### config.mk
export PLATFORM = sky130hd
export DESIGN_NAME = bounding_box_accumulator_top_flat
export DESIGN_NICKNAME = d
export VERILOG_FILES = /design/src/design/bba_pkg.sv /design/src/design/bba_if.sv /design/src/design/bba_ctrl.sv /design/src/design/bba_dp.sv /design/src/design/bounding_box_accumulator_top.sv /design/src/flat_wrapper.sv
export SDC_FILE = /design/constraint.sdc
export NUM_CORES = 2
export LEC_CHECK = 0
export BUFFER_PORTS_ARGS = -buffer_cell sky130_fd_sc_hd__buf_2
export CAP_MARGIN = 15
export CORE_AREA = 2 2 285 287
export CTS_BUF_LIST = sky130_fd_sc_hd__clkbuf_8
export DETAILED_ROUTE_END_ITERATION = 16
export DIE_AREA = 0 0 287 289
export GPL_TIMING_DRIVEN = 0
export HOLD_SLACK_MARGIN = 0.05
export MAX_ROUTING_LAYER = met4
export PLACE_DENSITY = 0.83
export SYNTH_ARGS = -nofsm -noshare
export SYNTH_HDL_FRONTEND = slang
export SYNTH_SLANG_ARGS = --single-unit
### constraint.sdc
create_clock -name clk -period 12.2 [get_ports clk]
set_input_delay 0.61 -clock clk [delete_from_list [all_inputs] [get_ports clk]]
set_output_delay 0.61 -clock clk [all_outputs]
set_load 0.01 [all_outputs]
### src/design/bba_pkg.sv
// Package: shared types and constants for the bounding box accumulator.
package bba_pkg;

  localparam int unsigned AXES = 3;
  localparam int unsigned COORD_W = 16;
  localparam int unsigned EXT_W = COORD_W + 1;
  localparam int unsigned PAIR_W = 2 * EXT_W;
  localparam int unsigned AREA_W = 36;
  localparam int unsigned VOL_W = 49;

  localparam logic [2:0] FUNC_CLEAR = 3'd0;
  localparam logic [2:0] FUNC_ADD_POINT = 3'd1;
  localparam logic [2:0] FUNC_ADD_BOX = 3'd2;
  localparam logic [2:0] FUNC_SET_BOX = 3'd3;
  localparam logic [2:0] FUNC_CONTAINS = 3'd4;
  localparam logic [2:0] FUNC_STRICT = 3'd5;
  localparam logic [2:0] FUNC_INTERSECTS = 3'd6;

  localparam logic signed [COORD_W-1:0] MIN_RESET = 16'sh7fff;
  localparam logic signed [COORD_W-1:0] MAX_RESET = -16'sh8000;

  typedef logic signed [COORD_W-1:0] coord_t;

  typedef enum logic [3:0] {
    S_IDLE,
    S_UPD,
    S_EXT,
    S_MXY,
    S_MYZ,
    S_MXZ,
    S_VOL,
    S_LOAD
  } state_t;

  typedef enum logic [1:0] {
    MUL_XY,
    MUL_YZ,
    MUL_XZ,
    MUL_VOL
  } mul_sel_t;

  typedef struct packed {
    logic     capture;
    logic     update;
    logic     extent;
    logic     mul_en;
    mul_sel_t mul_sel;
    logic     load;
  } cmd_t;

endpackage

### src/design/bba_if.sv
// Interfaces: input and result channels of the bounding box accumulator.
interface bba_in_if;
  logic              valid;
  logic              ready;
  logic [2:0]        func;
  logic signed [15:0] ax;
  logic signed [15:0] ay;
  logic signed [15:0] az;
  logic signed [15:0] bx;
  logic signed [15:0] by;
  logic signed [15:0] bz;

  modport source (output valid, func, ax, ay, az, bx, by, bz, input ready);
  modport sink (input valid, func, ax, ay, az, bx, by, bz, output ready);
endinterface

interface bba_out_if;
  logic               valid;
  logic               ready;
  logic signed [15:0] low_x;
  logic signed [15:0] low_y;
  logic signed [15:0] low_z;
  logic signed [15:0] high_x;
  logic signed [15:0] high_y;
  logic signed [15:0] high_z;
  logic               empty_res;
  logic               valid_res;
  logic               hit;
  logic signed [35:0] area;
  logic signed [48:0] volume;

  modport source (output valid, low_x, low_y, low_z, high_x, high_y, high_z,
                  empty_res, valid_res, hit, area, volume, input ready);
  modport sink (input valid, low_x, low_y, low_z, high_x, high_y, high_z,
                empty_res, valid_res, hit, area, volume, output ready);
endinterface

### src/design/bba_ctrl.sv
// Controller: sequences update, extents, shared multiplier and result load.
module bba_ctrl (
  input  logic             clk,
  input  logic             rst,
  input  logic             in_valid,
  output logic             in_ready,
  output logic             out_valid,
  input  logic             out_ready,
  output bba_pkg::cmd_t    cmd
);

  bba_pkg::state_t state;
  bba_pkg::state_t state_next;
  logic            out_free;

  assign out_free = !out_valid || out_ready;

  always_comb begin
    state_next = state;
    case (state)
      bba_pkg::S_IDLE: if (in_valid) state_next = bba_pkg::S_UPD;
      bba_pkg::S_UPD:  state_next = bba_pkg::S_EXT;
      bba_pkg::S_EXT:  state_next = bba_pkg::S_MXY;
      bba_pkg::S_MXY:  state_next = bba_pkg::S_MYZ;
      bba_pkg::S_MYZ:  state_next = bba_pkg::S_MXZ;
      bba_pkg::S_MXZ:  state_next = bba_pkg::S_VOL;
      bba_pkg::S_VOL:  state_next = bba_pkg::S_LOAD;
      bba_pkg::S_LOAD: if (out_free) state_next = bba_pkg::S_IDLE;
      default:         state_next = bba_pkg::S_IDLE;
    endcase
  end

  always_comb begin
    in_ready    = 1'b0;
    cmd.capture = 1'b0;
    cmd.update  = 1'b0;
    cmd.extent  = 1'b0;
    cmd.mul_en  = 1'b0;
    cmd.mul_sel = bba_pkg::MUL_XY;
    cmd.load    = 1'b0;
    case (state)
      bba_pkg::S_IDLE: begin
        in_ready    = !rst;
        cmd.capture = in_valid && !rst;
      end
      bba_pkg::S_UPD: cmd.update = 1'b1;
      bba_pkg::S_EXT: cmd.extent = 1'b1;
      bba_pkg::S_MXY: begin
        cmd.mul_en  = 1'b1;
        cmd.mul_sel = bba_pkg::MUL_XY;
      end
      bba_pkg::S_MYZ: begin
        cmd.mul_en  = 1'b1;
        cmd.mul_sel = bba_pkg::MUL_YZ;
      end
      bba_pkg::S_MXZ: begin
        cmd.mul_en  = 1'b1;
        cmd.mul_sel = bba_pkg::MUL_XZ;
      end
      bba_pkg::S_VOL: begin
        cmd.mul_en  = 1'b1;
        cmd.mul_sel = bba_pkg::MUL_VOL;
      end
      bba_pkg::S_LOAD: cmd.load = out_free;
      default: ;
    endcase
  end

  always_ff @(posedge clk) begin
    if (rst) begin
      state     <= bba_pkg::S_IDLE;
      out_valid <= 1'b0;
    end else begin
      state <= state_next;
      if (cmd.load) begin
        out_valid <= 1'b1;
      end else if (out_ready) begin
        out_valid <= 1'b0;
      end
    end
  end

`ifndef SYNTHESIS
  a_accept_starts: assert property (@(posedge clk) disable iff (rst)
    (in_valid && in_ready) |=> state == bba_pkg::S_UPD)
    else $error("accepted transaction did not start update");

  a_load_sets_valid: assert property (@(posedge clk) disable iff (rst)
    cmd.load |=> out_valid)
    else $error("result load did not raise output valid");

  a_load_waits: assert property (@(posedge clk) disable iff (rst)
    (state == bba_pkg::S_LOAD && out_valid && !out_ready) |=> state == bba_pkg::S_LOAD)
    else $error("result load overran a waiting result");

  a_busy_not_ready: assert property (@(posedge clk) disable iff (rst)
    (state == bba_pkg::S_UPD) |-> !in_ready && !cmd.load)
    else $error("input taken while an item is in progress");
`endif

endmodule

### src/design/bba_dp.sv
// Datapath: box state, operand capture, tests, extents, multiplier, result register.
module bba_dp (
  input  logic               clk,
  input  logic               rst,
  input  bba_pkg::cmd_t      cmd,
  input  logic [2:0]         func,
  input  logic signed [15:0] ax,
  input  logic signed [15:0] ay,
  input  logic signed [15:0] az,
  input  logic signed [15:0] bx,
  input  logic signed [15:0] by,
  input  logic signed [15:0] bz,
  output logic signed [15:0] low_x,
  output logic signed [15:0] low_y,
  output logic signed [15:0] low_z,
  output logic signed [15:0] high_x,
  output logic signed [15:0] high_y,
  output logic signed [15:0] high_z,
  output logic               empty_res,
  output logic               valid_res,
  output logic               hit,
  output logic signed [35:0] area,
  output logic signed [48:0] volume
);

  localparam int unsigned CW = bba_pkg::COORD_W;
  localparam int unsigned EW = bba_pkg::EXT_W;
  localparam int unsigned PW = bba_pkg::PAIR_W;
  localparam int unsigned AW = bba_pkg::AREA_W;
  localparam int unsigned VW = bba_pkg::VOL_W;
  localparam int unsigned MW = PW + EW;

  logic [2:0]              func_q;
  bba_pkg::coord_t         a_q [bba_pkg::AXES];
  bba_pkg::coord_t         b_q [bba_pkg::AXES];
  bba_pkg::coord_t         min_c [bba_pkg::AXES];
  bba_pkg::coord_t         max_c [bba_pkg::AXES];
  bba_pkg::coord_t         min_c_next [bba_pkg::AXES];
  bba_pkg::coord_t         max_c_next [bba_pkg::AXES];
  logic                    empty_q;
  logic                    empty_q_next;
  logic                    hit_next;
  logic                    hit_q;
  logic                    degen;
  logic                    ok_in;
  logic                    ok_strict;
  logic                    ok_ovl;
  bba_pkg::coord_t         base_min;
  bba_pkg::coord_t         base_max;
  logic signed [EW-1:0]    d [bba_pkg::AXES];
  logic                    differ;
  logic                    differ_next;
  logic signed [PW-1:0]    mul_a;
  logic signed [EW-1:0]    mul_b;
  logic signed [MW-1:0]    prod;
  logic signed [PW-1:0]    pxy;
  logic signed [PW-1:0]    pyz;
  logic signed [PW-1:0]    pxz;
  logic signed [VW-1:0]    vol_q;
  logic signed [AW:0]      sum;

  always_ff @(posedge clk) begin
    if (cmd.capture) begin
      func_q <= func;
      a_q[0] <= ax;
      a_q[1] <= ay;
      a_q[2] <= az;
      b_q[0] <= bx;
      b_q[1] <= by;
      b_q[2] <= bz;
    end
  end

  always_comb begin
    degen       = 1'b1;
    differ_next = 1'b0;
    ok_in       = !empty_q;
    ok_strict   = !empty_q;
    ok_ovl      = !empty_q;
    for (int i = 0; i < bba_pkg::AXES; i++) begin
      if (a_q[i] != b_q[i]) degen = 1'b0;
      if (max_c[i] != min_c[i]) differ_next = 1'b1;
      if (!(min_c[i] <= a_q[i] && a_q[i] <= max_c[i])) ok_in = 1'b0;
      if (!(min_c[i] < a_q[i] && a_q[i] < max_c[i])) ok_strict = 1'b0;
      if (!(min_c[i] <= b_q[i] && max_c[i] >= a_q[i])) ok_ovl = 1'b0;
    end
  end

  always_comb begin
    empty_q_next = empty_q;
    hit_next     = 1'b0;
    base_min     = '0;
    base_max     = '0;
    for (int i = 0; i < bba_pkg::AXES; i++) begin
      min_c_next[i] = min_c[i];
      max_c_next[i] = max_c[i];
    end
    case (func_q)
      bba_pkg::FUNC_CLEAR: begin
        empty_q_next = 1'b1;
        for (int i = 0; i < bba_pkg::AXES; i++) begin
          min_c_next[i] = bba_pkg::MIN_RESET;
          max_c_next[i] = bba_pkg::MAX_RESET;
        end
      end
      bba_pkg::FUNC_ADD_POINT: begin
        empty_q_next = 1'b0;
        for (int i = 0; i < bba_pkg::AXES; i++) begin
          if (empty_q || a_q[i] < min_c[i]) min_c_next[i] = a_q[i];
          if (empty_q || a_q[i] > max_c[i]) max_c_next[i] = a_q[i];
        end
      end
      bba_pkg::FUNC_ADD_BOX: begin
        if (!degen) begin
          empty_q_next = 1'b0;
          for (int i = 0; i < bba_pkg::AXES; i++) begin
            base_min = (empty_q || a_q[i] < min_c[i]) ? a_q[i] : min_c[i];
            base_max = (empty_q || a_q[i] > max_c[i]) ? a_q[i] : max_c[i];
            min_c_next[i] = (b_q[i] < base_min) ? b_q[i] : base_min;
            max_c_next[i] = (b_q[i] > base_max) ? b_q[i] : base_max;
          end
        end
      end
      bba_pkg::FUNC_SET_BOX: begin
        empty_q_next = 1'b0;
        for (int i = 0; i < bba_pkg::AXES; i++) begin
          min_c_next[i] = a_q[i];
          max_c_next[i] = b_q[i];
        end
      end
      bba_pkg::FUNC_CONTAINS:   hit_next = ok_in;
      bba_pkg::FUNC_STRICT:     hit_next = ok_strict;
      bba_pkg::FUNC_INTERSECTS: hit_next = ok_ovl;
      default: ;
    endcase
  end

  always_ff @(posedge clk) begin
    if (rst) begin
      empty_q <= 1'b1;
      for (int i = 0; i < bba_pkg::AXES; i++) begin
        min_c[i] <= bba_pkg::MIN_RESET;
        max_c[i] <= bba_pkg::MAX_RESET;
      end
    end else if (cmd.update) begin
      empty_q <= empty_q_next;
      for (int i = 0; i < bba_pkg::AXES; i++) begin
        min_c[i] <= min_c_next[i];
        max_c[i] <= max_c_next[i];
      end
    end
  end

  always_ff @(posedge clk) begin
    if (cmd.update) begin
      hit_q <= hit_next;
    end
    if (cmd.extent) begin
      differ <= differ_next;
      for (int i = 0; i < bba_pkg::AXES; i++) begin
        d[i] <= {max_c[i][CW-1], max_c[i]} - {min_c[i][CW-1], min_c[i]};
      end
    end
  end

  // shared multiplier: three extent pairs, then (dx*dy)*dz
  always_comb begin
    mul_a = {{(PW-EW){d[0][EW-1]}}, d[0]};
    mul_b = d[1];
    case (cmd.mul_sel)
      bba_pkg::MUL_XY: begin
        mul_a = {{(PW-EW){d[0][EW-1]}}, d[0]};
        mul_b = d[1];
      end
      bba_pkg::MUL_YZ: begin
        mul_a = {{(PW-EW){d[2][EW-1]}}, d[2]};
        mul_b = d[1];
      end
      bba_pkg::MUL_XZ: begin
        mul_a = {{(PW-EW){d[0][EW-1]}}, d[0]};
        mul_b = d[2];
      end
      bba_pkg::MUL_VOL: begin
        mul_a = pxy;
        mul_b = d[2];
      end
      default: ;
    endcase
  end

  assign prod = mul_a * mul_b;

  always_ff @(posedge clk) begin
    if (cmd.mul_en) begin
      case (cmd.mul_sel)
        bba_pkg::MUL_XY:  pxy <= prod[PW-1:0];
        bba_pkg::MUL_YZ:  pyz <= prod[PW-1:0];
        bba_pkg::MUL_XZ:  pxz <= prod[PW-1:0];
        bba_pkg::MUL_VOL: vol_q <= prod[VW-1:0];
        default: ;
      endcase
    end
  end

  assign sum = {{(AW+1-PW){pxy[PW-1]}}, pxy} + {{(AW+1-PW){pyz[PW-1]}}, pyz}
             + {{(AW+1-PW){pxz[PW-1]}}, pxz};

  always_ff @(posedge clk) begin
    if (cmd.load) begin
      low_x     <= min_c[0];
      low_y     <= min_c[1];
      low_z     <= min_c[2];
      high_x    <= max_c[0];
      high_y    <= max_c[1];
      high_z    <= max_c[2];
      empty_res <= empty_q;
      valid_res <= !empty_q && differ;
      hit       <= hit_q;
      area      <= empty_q ? '0 : {sum[AW-2:0], 1'b0};
      volume    <= empty_q ? '0 : vol_q;
    end
  end

endmodule

### src/design/bounding_box_accumulator_top.sv
// Top level: 3D axis-aligned bounding box accumulator, Q8.8 corners.
//
//  channel  | dir | payload
//  in_ch    | in  | func, ax, ay, az, bx, by, bz
//  out_ch   | out | low/high corners, empty_res, valid_res, hit, area, volume
//
// Each transaction steps through capture, update, extents, four passes through
// one shared 34x17 multiplier and result load.
// The next transaction is taken while a result waits in the output register.
// A result not taken stalls the load cycle, and with it the next transaction.
// Synchronous reset returns the box to empty with sentinel corners.
module bounding_box_accumulator_top (
  input  logic       clk,
  input  logic       rst,
  bba_in_if.sink     in_ch,
  bba_out_if.source  out_ch
);

  bba_pkg::cmd_t cmd;

  bba_ctrl u_ctrl (
    .clk       (clk),
    .rst       (rst),
    .in_valid  (in_ch.valid),
    .in_ready  (in_ch.ready),
    .out_valid (out_ch.valid),
    .out_ready (out_ch.ready),
    .cmd       (cmd)
  );

  bba_dp u_dp (
    .clk       (clk),
    .rst       (rst),
    .cmd       (cmd),
    .func      (in_ch.func),
    .ax        (in_ch.ax),
    .ay        (in_ch.ay),
    .az        (in_ch.az),
    .bx        (in_ch.bx),
    .by        (in_ch.by),
    .bz        (in_ch.bz),
    .low_x     (out_ch.low_x),
    .low_y     (out_ch.low_y),
    .low_z     (out_ch.low_z),
    .high_x    (out_ch.high_x),
    .high_y    (out_ch.high_y),
    .high_z    (out_ch.high_z),
    .empty_res (out_ch.empty_res),
    .valid_res (out_ch.valid_res),
    .hit       (out_ch.hit),
    .area      (out_ch.area),
    .volume    (out_ch.volume)
  );

endmodule
### src/flat_wrapper.sv
// flat-port wrapper written by rule: the top's interface ports become plain ports
module bounding_box_accumulator_top_flat 
  (clk, rst, in_ch_valid, in_ch_func, in_ch_ax, in_ch_ay, in_ch_az, in_ch_bx, in_ch_by, in_ch_bz, in_ch_ready, out_ch_valid, out_ch_low_x, out_ch_low_y, out_ch_low_z, out_ch_high_x, out_ch_high_y, out_ch_high_z, out_ch_empty_res, out_ch_valid_res, out_ch_hit, out_ch_area, out_ch_volume, out_ch_ready);
  bba_in_if in_ch_i ();
  bba_out_if out_ch_i ();
  input  logic clk;
  input  logic rst;
  input wire logic [$bits(in_ch_i.valid)-1:0] in_ch_valid;
  input wire logic [$bits(in_ch_i.func)-1:0] in_ch_func;
  input wire logic [$bits(in_ch_i.ax)-1:0] in_ch_ax;
  input wire logic [$bits(in_ch_i.ay)-1:0] in_ch_ay;
  input wire logic [$bits(in_ch_i.az)-1:0] in_ch_az;
  input wire logic [$bits(in_ch_i.bx)-1:0] in_ch_bx;
  input wire logic [$bits(in_ch_i.by)-1:0] in_ch_by;
  input wire logic [$bits(in_ch_i.bz)-1:0] in_ch_bz;
  output wire logic [$bits(in_ch_i.ready)-1:0] in_ch_ready;
  output wire logic [$bits(out_ch_i.valid)-1:0] out_ch_valid;
  output wire logic [$bits(out_ch_i.low_x)-1:0] out_ch_low_x;
  output wire logic [$bits(out_ch_i.low_y)-1:0] out_ch_low_y;
  output wire logic [$bits(out_ch_i.low_z)-1:0] out_ch_low_z;
  output wire logic [$bits(out_ch_i.high_x)-1:0] out_ch_high_x;
  output wire logic [$bits(out_ch_i.high_y)-1:0] out_ch_high_y;
  output wire logic [$bits(out_ch_i.high_z)-1:0] out_ch_high_z;
  output wire logic [$bits(out_ch_i.empty_res)-1:0] out_ch_empty_res;
  output wire logic [$bits(out_ch_i.valid_res)-1:0] out_ch_valid_res;
  output wire logic [$bits(out_ch_i.hit)-1:0] out_ch_hit;
  output wire logic [$bits(out_ch_i.area)-1:0] out_ch_area;
  output wire logic [$bits(out_ch_i.volume)-1:0] out_ch_volume;
  input wire logic [$bits(out_ch_i.ready)-1:0] out_ch_ready;
  assign in_ch_i.valid = in_ch_valid;
  assign in_ch_i.func = in_ch_func;
  assign in_ch_i.ax = in_ch_ax;
  assign in_ch_i.ay = in_ch_ay;
  assign in_ch_i.az = in_ch_az;
  assign in_ch_i.bx = in_ch_bx;
  assign in_ch_i.by = in_ch_by;
  assign in_ch_i.bz = in_ch_bz;
  assign in_ch_ready = in_ch_i.ready;
  assign out_ch_valid = out_ch_i.valid;
  assign out_ch_low_x = out_ch_i.low_x;
  assign out_ch_low_y = out_ch_i.low_y;
  assign out_ch_low_z = out_ch_i.low_z;
  assign out_ch_high_x = out_ch_i.high_x;
  assign out_ch_high_y = out_ch_i.high_y;
  assign out_ch_high_z = out_ch_i.high_z;
  assign out_ch_empty_res = out_ch_i.empty_res;
  assign out_ch_valid_res = out_ch_i.valid_res;
  assign out_ch_hit = out_ch_i.hit;
  assign out_ch_area = out_ch_i.area;
  assign out_ch_volume = out_ch_i.volume;
  assign out_ch_i.ready = out_ch_ready;
  bounding_box_accumulator_top u_core (.clk(clk), .rst(rst), .in_ch(in_ch_i), .out_ch(out_ch_i));
endmodule
==> reports/metrics.yaml <==
outcome: "completed"
die_h_um: 289
synth_cell_type_count: 89
overflow: 0
design.core.area_sq_um: 79900
path_common_cell: "fa_1"
syn_inst: 4752
place_hpwl_mm: 121
cts_buffer_depth: 3
ys_seq_area_share_pct: 34.2
ys_seq_elements: 587
grt_antenna_before_repair: 4
yosys.area.top_type: "edfxtp_1"
cts_tree: "built"
multi_input_area_sq_um: 30400
hold_path.class: "primary input to register"
finalSetupViolCount: 0
fp.dieW_um: 287
synth_edf_count: 582
cp-startpoint: "u_core.u_ctrl.state[2]"
start_util_pct: 64.2
async_reset_ff_share_pct: 0
wirelength_mm: 153
fin_crit_sh_pct: 85.8
vias: 38800
synth_ff_type: "edfxtp_1"
slew_headroom_pct: 10.6
cap_viol_max_count: 0
drtAntennaViolNets: 0
syn2layout_area_growth_pct: 11.7
clkTransAtPathRegs_ns: 0.06
grt.total_usage_pct: 38.7
arrival_ns: 10.86
io_pins: 289
worst_slew_pin_slew_ns: 1.34
design_area_sq_um: 57300
cts_sinks: 587
cts_buffers: 96
layout-drive-gt1-share_pct: 9.86
drtIter0Drc: 3643
grt_pass1_vias: 40000
cp.required_ns: 12.58
yosysWarningCount: 0
worstSetupPathType: "register to register"
fmax_ghz: 0.0955
root_buffer: "clkbuf_8"
nets: 6369
fin_crit_ns: 10.47
placed_cell_area_sq_um: 54500
cts_setup_buffers: 0
grt_pass1_wl_mm: 232
startpoint_type: "register"
rr_startpoint: "u_core.u_ctrl.state[2]"
slew_viol_final: 0
hold_viol: 0
die_area_sq_um: 82900
synth_area_sq_um: 51300
grt_max_degree: 54
syn_avg_cell_area_sq_um: 10.8
min-delay-start: "in_ch_valid"
clkLatencyLatePin_ns: 0.78
place_congestion: 1.05
drc: 0
seqCellArea_sq_um: 17600
synthTopCellsByArea: "edfxtp_1, fa_1, ha_1"
first_pass_iters: 6
grt_setup_unrepaired: "no"
end_kind: "register"
fillerInstances: 5667
crit_slowest_cell: "mux2i_1"
detail_route.wl_per_cell_um: 23.8
path_max_fanout: 10
cp_num_buf_inv: 8
synth_top_area_share_pct: 34.0
critPathMaxStageDelay_ns: 1.03
skew_ns: 0.0627
rows: 104
vias_per_cell: 6.06
cp_top_family: "adder cells"
fin_hold_ws_ns: 0.297
numPortBuffers: 286
syn_nets: 5864
htreeDepth: 3
[layer usage]
layer / vias up / wire (um) / GRT usage [%]
met3: 484 / 15600 / 8.39
met4: 0 / 9570 / 20.5
met2: 2128 / 71300 / 60.8
li1: 17100 / - / -
met1: 19000 / 56000 / 47.1
met5: - / 0 / -
[state kept, by name, summed over array words and instances (netlist names), 35 cells and up]
| register | cells |
|---|---|
| u_core.u_dp.volume | 49 |
| u_core.u_dp.d | 51 |
| u_core.u_dp.a_q | 48 |
| u_core.u_dp.area | 35 |
| u_core.u_dp.max_c | 48 |
| u_core.u_dp.min_c | 48 |
| u_core.u_dp.vol_q | 49 |
| u_core.u_dp.b_q | 48 |
[cell type report]
cell class / instances / area share (%)
Antenna cell: 4 / 0.0175
Buffer: 132 / 0.927
Clock buffer: 103 / 2.47
Clock inverter: 73 / 0.724
Inverter: 764 / 5.00
Multi-Input combinational cell: 3269 / 53.0
Sequential cell: 587 / 30.7
Tap cell: 1060 / 2.31
Timing Repair Buffer: 407 / 4.88
[synthesized netlist by cell type (9+ instances only)]
cell / count
nor3_1: 36
o21bai_1: 10
a211oi_1: 22
mux2i_1: 120
o21ai_1: 31
o2bb2ai_1: 41
o221ai_1: 27
fa_1: 575
a2111oi_0: 9
xnor2_1: 93
o211ai_1: 12
a21o_1: 89
ha_1: 434
o21a_1: 60
a31oi_1: 17
nand2b_1: 34
xor2_1: 68
nor2_1: 415
nand4_1: 63
nand2_1: 446
nand3_1: 39
and3_1: 16
o221ai_2: 20
edfxtp_1: 582
and2_1: 13
clkbuf_1: 110
a211o_1: 9
buf_1: 11
a21oi_1: 198
o31ai_1: 9
nor4_1: 18
mux2_2: 17
o21ai_0: 103
nor2b_1: 89
inv_1: 764
or3_1: 15
[worst reg2reg max path: cells and delay by family (launching register included)]
kind / cells / cell delay, ns
AOI/OAI and AO/OA: 7 / 2.41
buffers and inverters: 8 / 2.06
xor gates and xnor gates: 1 / 0.39
adders and majority gates: 7 / 3.38
and+or+nand+nor: 3 / 0.46
muxes: 1 / 1.03
DFF: 1 / 0.34
[final timing paths]
kind / end / slack (ns) / depth (start not counted)
worst max-delay path: u_core.u_dp.vol_q[48] / 1.73 / 27
worst min-delay path: u_core.u_ctrl.state[0] / 0.30 / 5
worst max register to register: u_core.u_dp.vol_q[48] / 1.73 / 27
worst min register to register: u_core.u_dp.empty_res / 0.52 / 0
[stage by stage]
| step | TNS, ns | utilization (%) | worst slack [ns] | instances |
|---|---|---|---|---|
| floorplan | 0 | - | 2.68 | 4752 |
| global placement | -216.30 | 67.7 | -1.22 | 6098 |
| detailed placement | 0 | 68.2 | 2.14 | 6119 |
| CTS | 0 | 71.7 | 2.06 | 6394 |
| global route | 0 | 71.8 | 1.49 | 6399 |
| finish | 0 | 71.8 | 1.73 | 6399 |
[placed cells by master (no fill, tap or decap), types with 39 or more instances in the layout]
cell	netlist	final
inv_1	764	798
edfxtp_1	582	582
fa_1	575	575
nand2_1	446	446
ha_1	434	434
nor2_1	415	412
buf_2	7	294
a21oi_1	198	198
mux2i_1	120	120
clkbuf_1	110	110
o21ai_0	103	103
clkbuf_8	0	103
dlygate4sd3_1	0	99
xnor2_1	93	93
nor2b_1	89	89
a21o_1	89	89
xor2_1	68	68
nand4_1	63	63
o21a_1	60	60
o2bb2ai_1	41	41
nand3_1	39	39
[timing repair]
| action | in CTS | in global routing |
|---|---|---|
| hold endpoints to repair | 99 | 0 |
| gates resized for setup | 0 | 0 |
| hold buffers | 99 | 0 |
[cells by family (layout without fill, tap and decap cells)]
kind of cell	after synthesis	count (layout)	share of synthesized area, %
AND/OR/NAND/NOR	1226	1226	10.8
adder cells (fa/ha/maj)	1009	1009	33.0
buffers and inverters	896	1479	6.62
AO/OA/AOI/OAI	735	735	9.91
flip-flops	587	587	34.2
XOR/XNOR	161	161	2.75
multiplexers	137	137	2.71
other	1	5	0.00731
Power is left out: the tool's default activity adds up to more than one toggle a clock period on the data nets, which glitch-free logic cannot reach.
